## config.mk

```make
export PLATFORM = sky130hd
export DESIGN_NAME = unix_time_to_calendar_core
export DESIGN_NICKNAME = d
export VERILOG_FILES = /design/src/rtl/u2cal_pkg.sv /design/src/rtl/u2cal_dp.sv /design/src/rtl/u2cal_ctrl.sv /design/src/rtl/unix_time_to_calendar_core.sv
export SDC_FILE = /design/constraint.sdc
export NUM_CORES = 1
export LEC_CHECK = 0
export BUFFER_PORTS_ARGS = -buffer_cell sky130_fd_sc_hd__buf_2
export CORE_UTILIZATION = 50
export CTS_BUF_LIST = sky130_fd_sc_hd__clkbuf_16
export CTS_CLUSTER_SIZE = 20
export DETAILED_ROUTE_END_ITERATION = 10
export PLACE_DENSITY = 0.65
export REMOVE_ABC_BUFFERS = 1
export SLEW_MARGIN = 0
export SYNTH_ARGS = -nofsm -noshare
export SYNTH_HDL_FRONTEND = slang
export SYNTH_SLANG_ARGS = --single-unit
```

## constraint.sdc

```tcl
create_clock -name clk -period 5.9 [get_ports clk]
set_input_delay 1.77 -clock clk [delete_from_list [all_inputs] [get_ports clk]]
set_output_delay 1.77 -clock clk [all_outputs]
set_load 0.1 [all_outputs]
```

## src/rtl/u2cal_pkg.sv

```systemverilog
// Shared types, constants and helper functions for the seconds-to-calendar converter.
// Used by the controller, the datapath and the top level. No dependencies.
`default_nettype none

package u2cal_pkg;

  localparam int unsigned DEF_SECONDS_BITS = 32;
  localparam int unsigned EPOCH_IN_BITS    = 32;

  localparam int unsigned SECS_PER_DAY  = 86400;
  localparam int unsigned SECS_PER_HOUR = 3600;
  localparam int unsigned SECS_PER_MIN  = 60;
  localparam int unsigned REM_BITS      = 17;

  // The day length is 675 shifted left by 7. The day count is the shifted count times
  // the rounded-up reciprocal of 675 scaled by 2^35, which is exact for 25-bit operands.
  localparam int unsigned DAY_SHIFT   = 7;
  localparam int unsigned RECIP_BITS  = 26;
  localparam int unsigned RECIP_SHIFT = 35;
  localparam logic [25:0] DAY_RECIP   = 26'd50903317;

  localparam int unsigned EPOCH_YEAR     = 1970;
  localparam int unsigned YEAR_DAYS      = 365;
  localparam int unsigned LEAP_YEAR_DAYS = 366;
  localparam int unsigned YLEN_BITS      = 9;

  // Position of 1970 inside the 4, 100 and 400 year cycles.
  localparam logic [1:0] EPOCH_MOD4   = 2'd2;
  localparam logic [6:0] EPOCH_MOD100 = 7'd70;
  localparam logic [8:0] EPOCH_MOD400 = 9'd370;
  localparam logic [6:0] LAST_MOD100  = 7'd99;
  localparam logic [8:0] LAST_MOD400  = 9'd399;

  localparam logic [3:0] LAST_MONTH_IDX = 4'd11;
  localparam logic [3:0] FEB_IDX        = 4'd1;

  typedef struct packed {
    logic load;
    logic div_step;
    logic split;
    logic cal_step;
    logic month_step;
    logic out_load;
  } u2cal_cmd_t;

  typedef struct packed {
    logic year_fit;
    logic tod_fit;
    logic month_fit;
  } u2cal_status_t;

  function automatic logic [4:0] month_days(input logic [3:0] idx, input logic leap);
    logic [4:0] len;
    case (idx)
      4'd0:    len = 5'd31;
      4'd1:    len = leap ? 5'd29 : 5'd28;
      4'd2:    len = 5'd31;
      4'd3:    len = 5'd30;
      4'd4:    len = 5'd31;
      4'd5:    len = 5'd30;
      4'd6:    len = 5'd31;
      4'd7:    len = 5'd31;
      4'd8:    len = 5'd30;
      4'd9:    len = 5'd31;
      4'd10:   len = 5'd30;
      4'd11:   len = 5'd31;
      default: len = 5'd31;
    endcase
    return len;
  endfunction

endpackage

`default_nettype wire

```

## src/rtl/u2cal_dp.sv

```systemverilog
// Datapath of the seconds-to-calendar converter: division by the day length through a
// reciprocal multiply, year, time-of-day and month stepping registers, and the result
// registers. Depends on u2cal_pkg; driven by commands from u2cal_ctrl.
`default_nettype none

module u2cal_dp
  import u2cal_pkg::*;
#(
  parameter int SECONDS_BITS = DEF_SECONDS_BITS
) (
  input  wire logic                     clk,
  input  wire logic [EPOCH_IN_BITS-1:0] epoch_seconds,
  input  wire u2cal_cmd_t               cmd,
  output u2cal_status_t                 status,
  output logic [11:0]                   year,
  output logic [3:0]                    month,
  output logic [4:0]                    day,
  output logic [4:0]                    hour,
  output logic [5:0]                    minute,
  output logic [5:0]                    second
);

  localparam int DAY_BITS  = SECONDS_BITS - 16;
  localparam int YEAR_BITS = DAY_BITS;
  localparam int HI_BITS   = EPOCH_IN_BITS - DAY_SHIFT;
  localparam int PROD_BITS = HI_BITS + RECIP_BITS;

  logic [EPOCH_IN_BITS-1:0] secs;
  logic [PROD_BITS-1:0]     day_prod;
  logic [EPOCH_IN_BITS-1:0] day_secs;
  logic [EPOCH_IN_BITS-1:0] tod_full;

  logic [DAY_BITS-1:0]  days;
  logic [YEAR_BITS-1:0] cur_year;
  logic [1:0]           mod4;
  logic [6:0]           mod100;
  logic [8:0]           mod400;
  logic [REM_BITS-1:0]  tod;
  logic [4:0]           hour_cnt;
  logic [5:0]           min_cnt;
  logic [3:0]           mon;

  logic                 leap;
  logic [YLEN_BITS-1:0] ylen;
  logic [4:0]           mlen;
  logic                 tod_ge_hour;
  logic                 tod_ge_min;

  assign day_prod = PROD_BITS'(secs[EPOCH_IN_BITS-1:DAY_SHIFT]) * PROD_BITS'(DAY_RECIP);
  assign day_secs = EPOCH_IN_BITS'(days) * EPOCH_IN_BITS'(SECS_PER_DAY);
  assign tod_full = secs - day_secs;

  assign leap = (mod400 == '0) || ((mod4 == '0) && (mod100 != '0));
  assign ylen = leap ? YLEN_BITS'(LEAP_YEAR_DAYS) : YLEN_BITS'(YEAR_DAYS);
  assign mlen = month_days(mon, leap);

  assign tod_ge_hour = tod >= REM_BITS'(SECS_PER_HOUR);
  assign tod_ge_min  = tod >= REM_BITS'(SECS_PER_MIN);

  assign status.year_fit  = days < DAY_BITS'(ylen);
  assign status.tod_fit   = !tod_ge_min;
  assign status.month_fit = (mon == LAST_MONTH_IDX) || (days < DAY_BITS'(mlen));

  always_ff @(posedge clk) begin
    if (cmd.load) begin
      secs <= epoch_seconds;
    end

    if (cmd.div_step) begin
      days <= DAY_BITS'(day_prod[PROD_BITS-1:RECIP_SHIFT]);
    end else if (cmd.split) begin
      tod      <= tod_full[REM_BITS-1:0];
      cur_year <= YEAR_BITS'(EPOCH_YEAR);
      mod4     <= EPOCH_MOD4;
      mod100   <= EPOCH_MOD100;
      mod400   <= EPOCH_MOD400;
      hour_cnt <= '0;
      min_cnt  <= '0;
      mon      <= '0;
    end else if (cmd.cal_step) begin
      if (!status.year_fit) begin
        days     <= days - DAY_BITS'(ylen);
        cur_year <= cur_year + 1'b1;
        mod4     <= mod4 + 1'b1;
        mod100   <= (mod100 == LAST_MOD100) ? '0 : mod100 + 1'b1;
        mod400   <= (mod400 == LAST_MOD400) ? '0 : mod400 + 1'b1;
      end
      if (tod_ge_hour) begin
        tod      <= tod - REM_BITS'(SECS_PER_HOUR);
        hour_cnt <= hour_cnt + 1'b1;
      end else if (tod_ge_min) begin
        tod     <= tod - REM_BITS'(SECS_PER_MIN);
        min_cnt <= min_cnt + 1'b1;
      end
    end else if (cmd.month_step) begin
      if (!status.month_fit) begin
        days <= days - DAY_BITS'(mlen);
        mon  <= mon + 1'b1;
      end
    end

    if (cmd.out_load) begin
      year   <= cur_year[11:0];
      month  <= mon + 1'b1;
      day    <= days[4:0] + 1'b1;
      hour   <= hour_cnt;
      minute <= min_cnt;
      second <= tod[5:0];
    end
  end

endmodule

`default_nettype wire

```

## src/rtl/u2cal_ctrl.sv

```systemverilog
// Controller of the seconds-to-calendar converter: sequences division, year and
// time-of-day stepping, month stepping and the result transfer.
// Depends on u2cal_pkg; commands u2cal_dp.
`default_nettype none

module u2cal_ctrl
  import u2cal_pkg::*;
(
  input  wire logic          clk,
  input  wire logic          rst,
  input  wire logic          src_valid,
  output logic               src_stall,
  output logic               res_valid,
  input  wire logic          res_stall,
  input  wire u2cal_status_t status,
  output u2cal_cmd_t         cmd
);

  typedef enum logic [2:0] {
    S_IDLE,
    S_DIV,
    S_SPLIT,
    S_CAL,
    S_MONTH,
    S_DONE
  } state_t;

  state_t state;

  assign src_stall = (state != S_IDLE);

  always_comb begin
    cmd            = '0;
    cmd.load       = (state == S_IDLE) && src_valid;
    cmd.div_step   = (state == S_DIV);
    cmd.split      = (state == S_SPLIT);
    cmd.cal_step   = (state == S_CAL);
    cmd.month_step = (state == S_MONTH);
    cmd.out_load   = (state == S_DONE) && (!res_valid || !res_stall);
  end

  always_ff @(posedge clk) begin
    if (rst) begin
      state     <= S_IDLE;
      res_valid <= 1'b0;
    end else begin
      if (cmd.out_load) begin
        res_valid <= 1'b1;
      end else if (!res_stall) begin
        res_valid <= 1'b0;
      end

      case (state)
        S_IDLE: begin
          if (src_valid) begin
            state <= S_DIV;
          end
        end
        S_DIV: begin
          state <= S_SPLIT;
        end
        S_SPLIT: begin
          state <= S_CAL;
        end
        S_CAL: begin
          if (status.year_fit && status.tod_fit) begin
            state <= S_MONTH;
          end
        end
        S_MONTH: begin
          if (status.month_fit) begin
            state <= S_DONE;
          end
        end
        S_DONE: begin
          if (cmd.out_load) begin
            state <= S_IDLE;
          end
        end
        default: begin
          state <= S_IDLE;
        end
      endcase
    end
  end

endmodule

`default_nettype wire

```

## src/rtl/unix_time_to_calendar_core.sv

```systemverilog
// Top level of the seconds-to-calendar converter: joins u2cal_ctrl and u2cal_dp.
// Depends on u2cal_pkg.
//
// Usage: the source channel (src_valid, src_stall, epoch_seconds) carries one count
// of seconds since 1970-01-01 00:00:00 UTC per transfer. The result channel
// (res_valid, res_stall, year .. second) carries the civil date and time for it,
// one result transfer per source transfer, in order.
// One item is converted at a time. After a source transfer the block finds the whole
// days by a reciprocal multiply, splits off the time of day, then steps the elapsed
// years and the hour and minute steps side by side (at most 82 hour and minute steps)
// until both fit, then steps the elapsed months, then loads the result register. The
// next item is taken only after the result register is loaded; for 32-bit counts the
// year stepping loop is the longest part of a conversion.
// src_stall is low only while the block is idle. A finished result sits in the
// output register; the next item is accepted and worked on while that result waits,
// and a new result is loaded only once the waiting one has been transferred.
// Reset (rst, synchronous) returns the controller to idle and drops res_valid.
`default_nettype none

module unix_time_to_calendar_core
  import u2cal_pkg::*;
#(
  parameter int SECONDS_BITS = DEF_SECONDS_BITS
) (
  input  wire logic                     clk,
  input  wire logic                     rst,
  input  wire logic                     src_valid,
  output logic                          src_stall,
  input  wire logic [EPOCH_IN_BITS-1:0] epoch_seconds,
  output logic                          res_valid,
  input  wire logic                     res_stall,
  output logic [11:0]                   year,
  output logic [3:0]                    month,
  output logic [4:0]                    day,
  output logic [4:0]                    hour,
  output logic [5:0]                    minute,
  output logic [5:0]                    second
);

  u2cal_cmd_t    cmd;
  u2cal_status_t status;

  u2cal_ctrl u_ctrl (
    .clk      (clk),
    .rst      (rst),
    .src_valid(src_valid),
    .src_stall(src_stall),
    .res_valid(res_valid),
    .res_stall(res_stall),
    .status   (status),
    .cmd      (cmd)
  );

  u2cal_dp #(
    .SECONDS_BITS(SECONDS_BITS)
  ) u_dp (
    .clk          (clk),
    .epoch_seconds(epoch_seconds),
    .cmd          (cmd),
    .status       (status),
    .year         (year),
    .month        (month),
    .day          (day),
    .hour         (hour),
    .minute       (minute),
    .second       (second)
  );

endmodule

`default_nettype wire

```

==> report_table.html <==
<table>
<tr><th>Metric</th><th>Value</th></tr>
<tr><th colspan="2">Yosys</th></tr>
<tr><td>Async SR Flop Fraction</td><td>0%</td></tr>
<tr><td>Yosys cell types</td><td>57</td></tr>
<tr><td>Cell accounting for the most synthesized area</td><td>edfxtp_1</td></tr>
<tr><td>Most instantiated library cell after synthesis</td><td>inv_1</td></tr>
<tr><td>Most frequent cells after synthesis</td><td>inv_1, ha_1, fa_1</td></tr>
<tr><td>Largest family of logic cells by synthesized area</td><td>adder cells</td></tr>
<tr><td>Number of synthesized flops with an enable pin</td><td>148</td></tr>
<tr><td>Compound-gate portion of the synthesized area</td><td>7.35%</td></tr>
<tr><td>Post-Syn Instances</td><td>1681</td></tr>
<tr><td>Portion of netlist area occupied by mux cells</td><td>0.284%</td></tr>
<tr><td>Area share of fa/ha/maj cells after synthesis</td><td>45.3%</td></tr>
<tr><td>Average footprint of a synthesized cell</td><td>10.5 um^2</td></tr>
<tr><td>Area fraction of the dominant cell type after synthesis</td><td>25.2%</td></tr>
<tr><td>Flip-flop and latch count after synthesis</td><td>152</td></tr>
<tr><td>Register area share after synthesis</td><td>25.7%</td></tr>
<tr><td>Fraction of synthesized cell area in xor and xnor cells</td><td>4.77%</td></tr>
<tr><td>Most frequently used flop master after synthesis</td><td>edfxtp_1</td></tr>
<tr><td>Area of the mapped netlist</td><td>17600 um^2</td></tr>
<tr><td>Simple logic cell fraction of the synthesized area</td><td>7.75%</td></tr>
<tr><td>Top area cells in the synthesized netlist</td><td>edfxtp_1, ha_1, fa_1, inv_1, xnor2_1</td></tr>
<tr><td>Count of yosys warnings during synthesis</td><td>0</td></tr>
<tr><th colspan="2">CTS</th></tr>
<tr><td>Worst-Skew Late Latency</td><td>0.46 ns</td></tr>
<tr><td>Number of CTS-inserted buffers</td><td>17</td></tr>
<tr><td>Total number of H-tree levels</td><td>4</td></tr>
<tr><td>Hold-fix buffers at CTS</td><td>0</td></tr>
<tr><td>Clock transition at the registers of the reported paths</td><td>0.08 ns</td></tr>
<tr><td>Clock sink total</td><td>152</td></tr>
<tr><td>Master cell of the clock root buffer</td><td>clkbuf_16</td></tr>
<tr><td>TritonCTS clock tree</td><td>built</td></tr>
<tr><td>Max Buffers Root-to-Sink</td><td>2</td></tr>
<tr><th colspan="2">GRT</th></tr>
<tr><td>Number of antenna violations at the first check in global routing</td><td>0</td></tr>
<tr><td>GRT overflow</td><td>0</td></tr>
<tr><td>Total global routing track utilization</td><td>24.5%</td></tr>
<tr><td>Wire length of the first global-routing pass</td><td>67400 um</td></tr>
<tr><td>Maximum number of pins on one net before global-route repair</td><td>40</td></tr>
<tr><td>Number of global-route vias before repair</td><td>13085</td></tr>
<tr><th colspan="2">Floorplan</th></tr>
<tr><td>Total die area</td><td>36000 um^2</td></tr>
<tr><td>Number of top-level pins</td><td>76</td></tr>
<tr><td>Starting density of the core</td><td>50.9%</td></tr>
<tr><td>Core region area</td><td>34600 um^2</td></tr>
<tr><td>Die W</td><td>190 um</td></tr>
<tr><td>Std cell rows</td><td>68</td></tr>
<tr><td>Die Y</td><td>190 um</td></tr>
<tr><th colspan="2">Timing</th></tr>
<tr><td>Setup total negative slack</td><td>-5.54 ns</td></tr>
<tr><td>Final critical path time including I/O delays and setup</td><td>6.42 ns</td></tr>
<tr><td>Setup ws final</td><td>-0.525 ns</td></tr>
<tr><td>Worst-Margin Slew</td><td>1.12 ns</td></tr>
<tr><td>Max transition margin</td><td>25.3%</td></tr>
<tr><td>Final hold violation count</td><td>0</td></tr>
<tr><td>Final setup violating endpoints</td><td>16</td></tr>
<tr><td>Final clock skew</td><td>0.0228 ns</td></tr>
<tr><td>Max-slew violation total from the final report</td><td>0</td></tr>
<tr><td>Tcrit/Tclk final</td><td>109%</td></tr>
<tr><td>F_max</td><td>156 MHz</td></tr>
<tr><td>Unrepaired setup endpoints after global routing</td><td>yes</td></tr>
<tr><th colspan="2">Finish</th></tr>
<tr><td>Ratio of cells with drive above 1 in the final layout</td><td>21.8%</td></tr>
<tr><td>Synth-to-layout area growth</td><td>21.6%</td></tr>
<tr><td>Multi-input logic area</td><td>12100 um^2</td></tr>
<tr><td>Filler Cells Inserted</td><td>2792</td></tr>
<tr><td>Net count reported at finish</td><td>2534</td></tr>
<tr><td>Number of antenna diodes</td><td>0</td></tr>
<tr><td>Number of standard cells in the final layout excluding fillers</td><td>2439</td></tr>
<tr><td>Total area of sequential cells</td><td>4520 um^2</td></tr>
<tr><th colspan="2">Worst hold path</th></tr>
<tr><td>Hold/Removal Path Class</td><td>flip-flop to flip-flop</td></tr>
<tr><th colspan="2">Worst setup path</th></tr>
<tr><td>Startpoint class of the critical path</td><td>flip-flop</td></tr>
<tr><td>Top fanout value on the critical path</td><td>4</td></tr>
<tr><td>Kind of end point of the critical path</td><td>flip-flop</td></tr>
<tr><td>Worst Setup Path Type</td><td>flip-flop to flip-flop</td></tr>
<tr><td>Arrival time reported for the critical path endpoint</td><td>6.62 ns</td></tr>
<tr><td>Endpoint required time on the critical path</td><td>6.09 ns</td></tr>
<tr><th colspan="2">Status</th></tr>
<tr><td>Result of the run</td><td>complete, but fails checks</td></tr>
<tr><td>Violations in the final reports</td><td>setup timing</td></tr>
<tr><th colspan="2">Routing</th></tr>
<tr><td>Post-route DRC violation count</td><td>0</td></tr>
<tr><td>Overall via count from detail_route</td><td>12482</td></tr>
<tr><td>Routed length per instance</td><td>17.0 um</td></tr>
<tr><td>Initial detailed-routing violation count</td><td>624</td></tr>
<tr><td>Post-detailed-route via-to-cell ratio</td><td>5.12</td></tr>
<tr><td>Final ANT Viol Nets</td><td>0</td></tr>
<tr><td>Aggregate routed wire length</td><td>41400 um</td></tr>
<tr><td>1st-pass router iterations</td><td>5</td></tr>
<tr><th colspan="2">Placement</th></tr>
<tr><td>DPL Wire Length</td><td>34100 um</td></tr>
<tr><td>Final Wtd Congestion</td><td>0.934</td></tr>
<tr><td>Placed insts</td><td>2383</td></tr>
<tr><td>PortBufs</td><td>75</td></tr>
<tr><th colspan="2">Run</th></tr>
<tr><td>Max cap viols</td><td>0</td></tr>
</table>
worst max-delay path, stage by stage, from the launching register on:
cell      delay [ns]
edfxtp_1        0.46
fa_2            0.51
ha_4            0.28
inv_2           0.03
fa_1            0.47
inv_1           0.05
fa_1            0.51
inv_2           0.04
fa_1            0.49
fa_1            0.51
fa_1            0.53
inv_2           0.05
ha_4            0.22
and4_4          0.18
nand4_1         0.12
nor3_1          0.06
and2_1          0.15
or3_4           0.36
o311a_4         0.34
a311oi_4        0.40
o21bai_1        0.13
xnor2_1         0.18
o21ai_1         0.07
final timing paths:
check,start,end,slack (ns),depth (start not counted)
max,u_dp.secs[18]$_DFFE_PP_,u_dp.days[11]$_DFFE_PP_,-0.52,22
min,u_dp.min_cnt[5]$_SDFFCE_PP0P_,u_dp.minute[5]$_DFFE_PP_,0.48,0
max reg2reg,u_dp.secs[18]$_DFFE_PP_,u_dp.days[11]$_DFFE_PP_,-0.52,22
min reg2reg,u_dp.min_cnt[5]$_SDFFCE_PP0P_,u_dp.minute[5]$_DFFE_PP_,0.48,0
sequential cells by signal (all words and copies together) (netlist names):
register,count
u_dp.days,16
u_dp.secs,32
u_dp.minute,6
u_ctrl.state,3
u_dp.second,6
u_dp.mod400,9
u_dp.year,12
u_dp.hour,5
u_dp.month,4
u_dp.mon,4
u_dp.min_cnt,6
u_ctrl.res_valid,1
u_dp.cur_year,12
u_dp.tod,17
u_dp.mod4,2
u_dp.day,5
u_dp.mod100,7
u_dp.hour_cnt,5
metal layers:
metal | GRT usage [%] | vias to the layer above | share of wire [%]
met5 | 0 | - | 0
met4 | 8.84 | 0 | 3.0
met3 | 3.34 | 56 | 3.7
met2 | 42.2 | 232 | 49
met1 | 31.5 | 6076 | 45
li1 | - | 6118 | -
layout make-up:
class,count,area share (%)
Tap cell,455,2.66
Timing Repair Buffer,289,9.68
Multi-Input combinational cell,1115,56.7
Clock inverter,14,0.865
Inverter,397,6.96
Sequential cell,152,21.1
Clock buffer,17,1.99
cell families after synthesis:
family | count (synthesis)
XOR/XNOR | 96
AO/OA/AOI/OAI | 204
buffers and inverters | 414
AND/OR/NAND/NOR | 284
flip-flops | 152
adder cells (fa/ha/maj) | 526
multiplexers | 5
cells in the final DEF, fill, tap and decap left out, types with 7 or more instances in the layout:
| cell | Yosys | final |
|---|---|---|
| inv_1 | 397 | 377 |
| ha_1 | 339 | 309 |
| buf_4 | 0 | 192 |
| fa_1 | 187 | 177 |
| edfxtp_1 | 148 | 148 |
| buf_2 | 0 | 75 |
| nand2_1 | 75 | 71 |
| nor2_1 | 71 | 70 |
| a21oi_1 | 76 | 65 |
| xnor2_1 | 50 | 48 |
| xor2_1 | 46 | 43 |
| nand3_1 | 36 | 34 |
| o21ai_0 | 41 | 32 |
| ha_4 | 0 | 25 |
| buf_6 | 0 | 21 |
| inv_2 | 0 | 20 |
| a21o_1 | 19 | 19 |
| nor3_1 | 19 | 18 |
| clkbuf_16 | 0 | 17 |
| and3_1 | 16 | 16 |
| nand4_1 | 12 | 12 |
| o21bai_1 | 12 | 11 |
| fa_2 | 0 | 10 |
| and2_1 | 8 | 9 |
| nand2b_1 | 8 | 8 |
| o21ai_1 | 1 | 8 |
| o211ai_1 | 8 | 8 |
| nor2b_1 | 8 | 7 |
| nor4_1 | 8 | 7 |
| a21oi_2 | 1 | 7 |
| inv_6 | 0 | 7 |
per-stage QoR:
step | hold WS, ns | instance area, um^2 | worst slack (ns) | util (%)
3_3_place_gp | 0.464 | 19900 | -0.688 | 57.6
5_1_grt | 0.489 | 21400 | -0.775 | 61.8
2_1_floorplan | 0.448 | 17600 | -0.618 | -
6_report | 0.480 | 21400 | -0.525 | 61.8
4_1_cts | 0.482 | 21100 | -0.522 | 61.0
3_5_place_dp | 0.467 | 19900 | -0.843 | 57.6
what timing repair did:
action                                  in CTS  in global routing
cloned                                       0                  0
pin swaps                                   84                 71
endpoints found under the hold margin        0                  0
gates resized for setup                     81                 57
setup buffers                               19                  7
endpoints found under the setup margin      16                 16
Power is left out: the tool's default activity adds up to more than one toggle a clock period on the data nets, which glitch-free logic cannot reach.
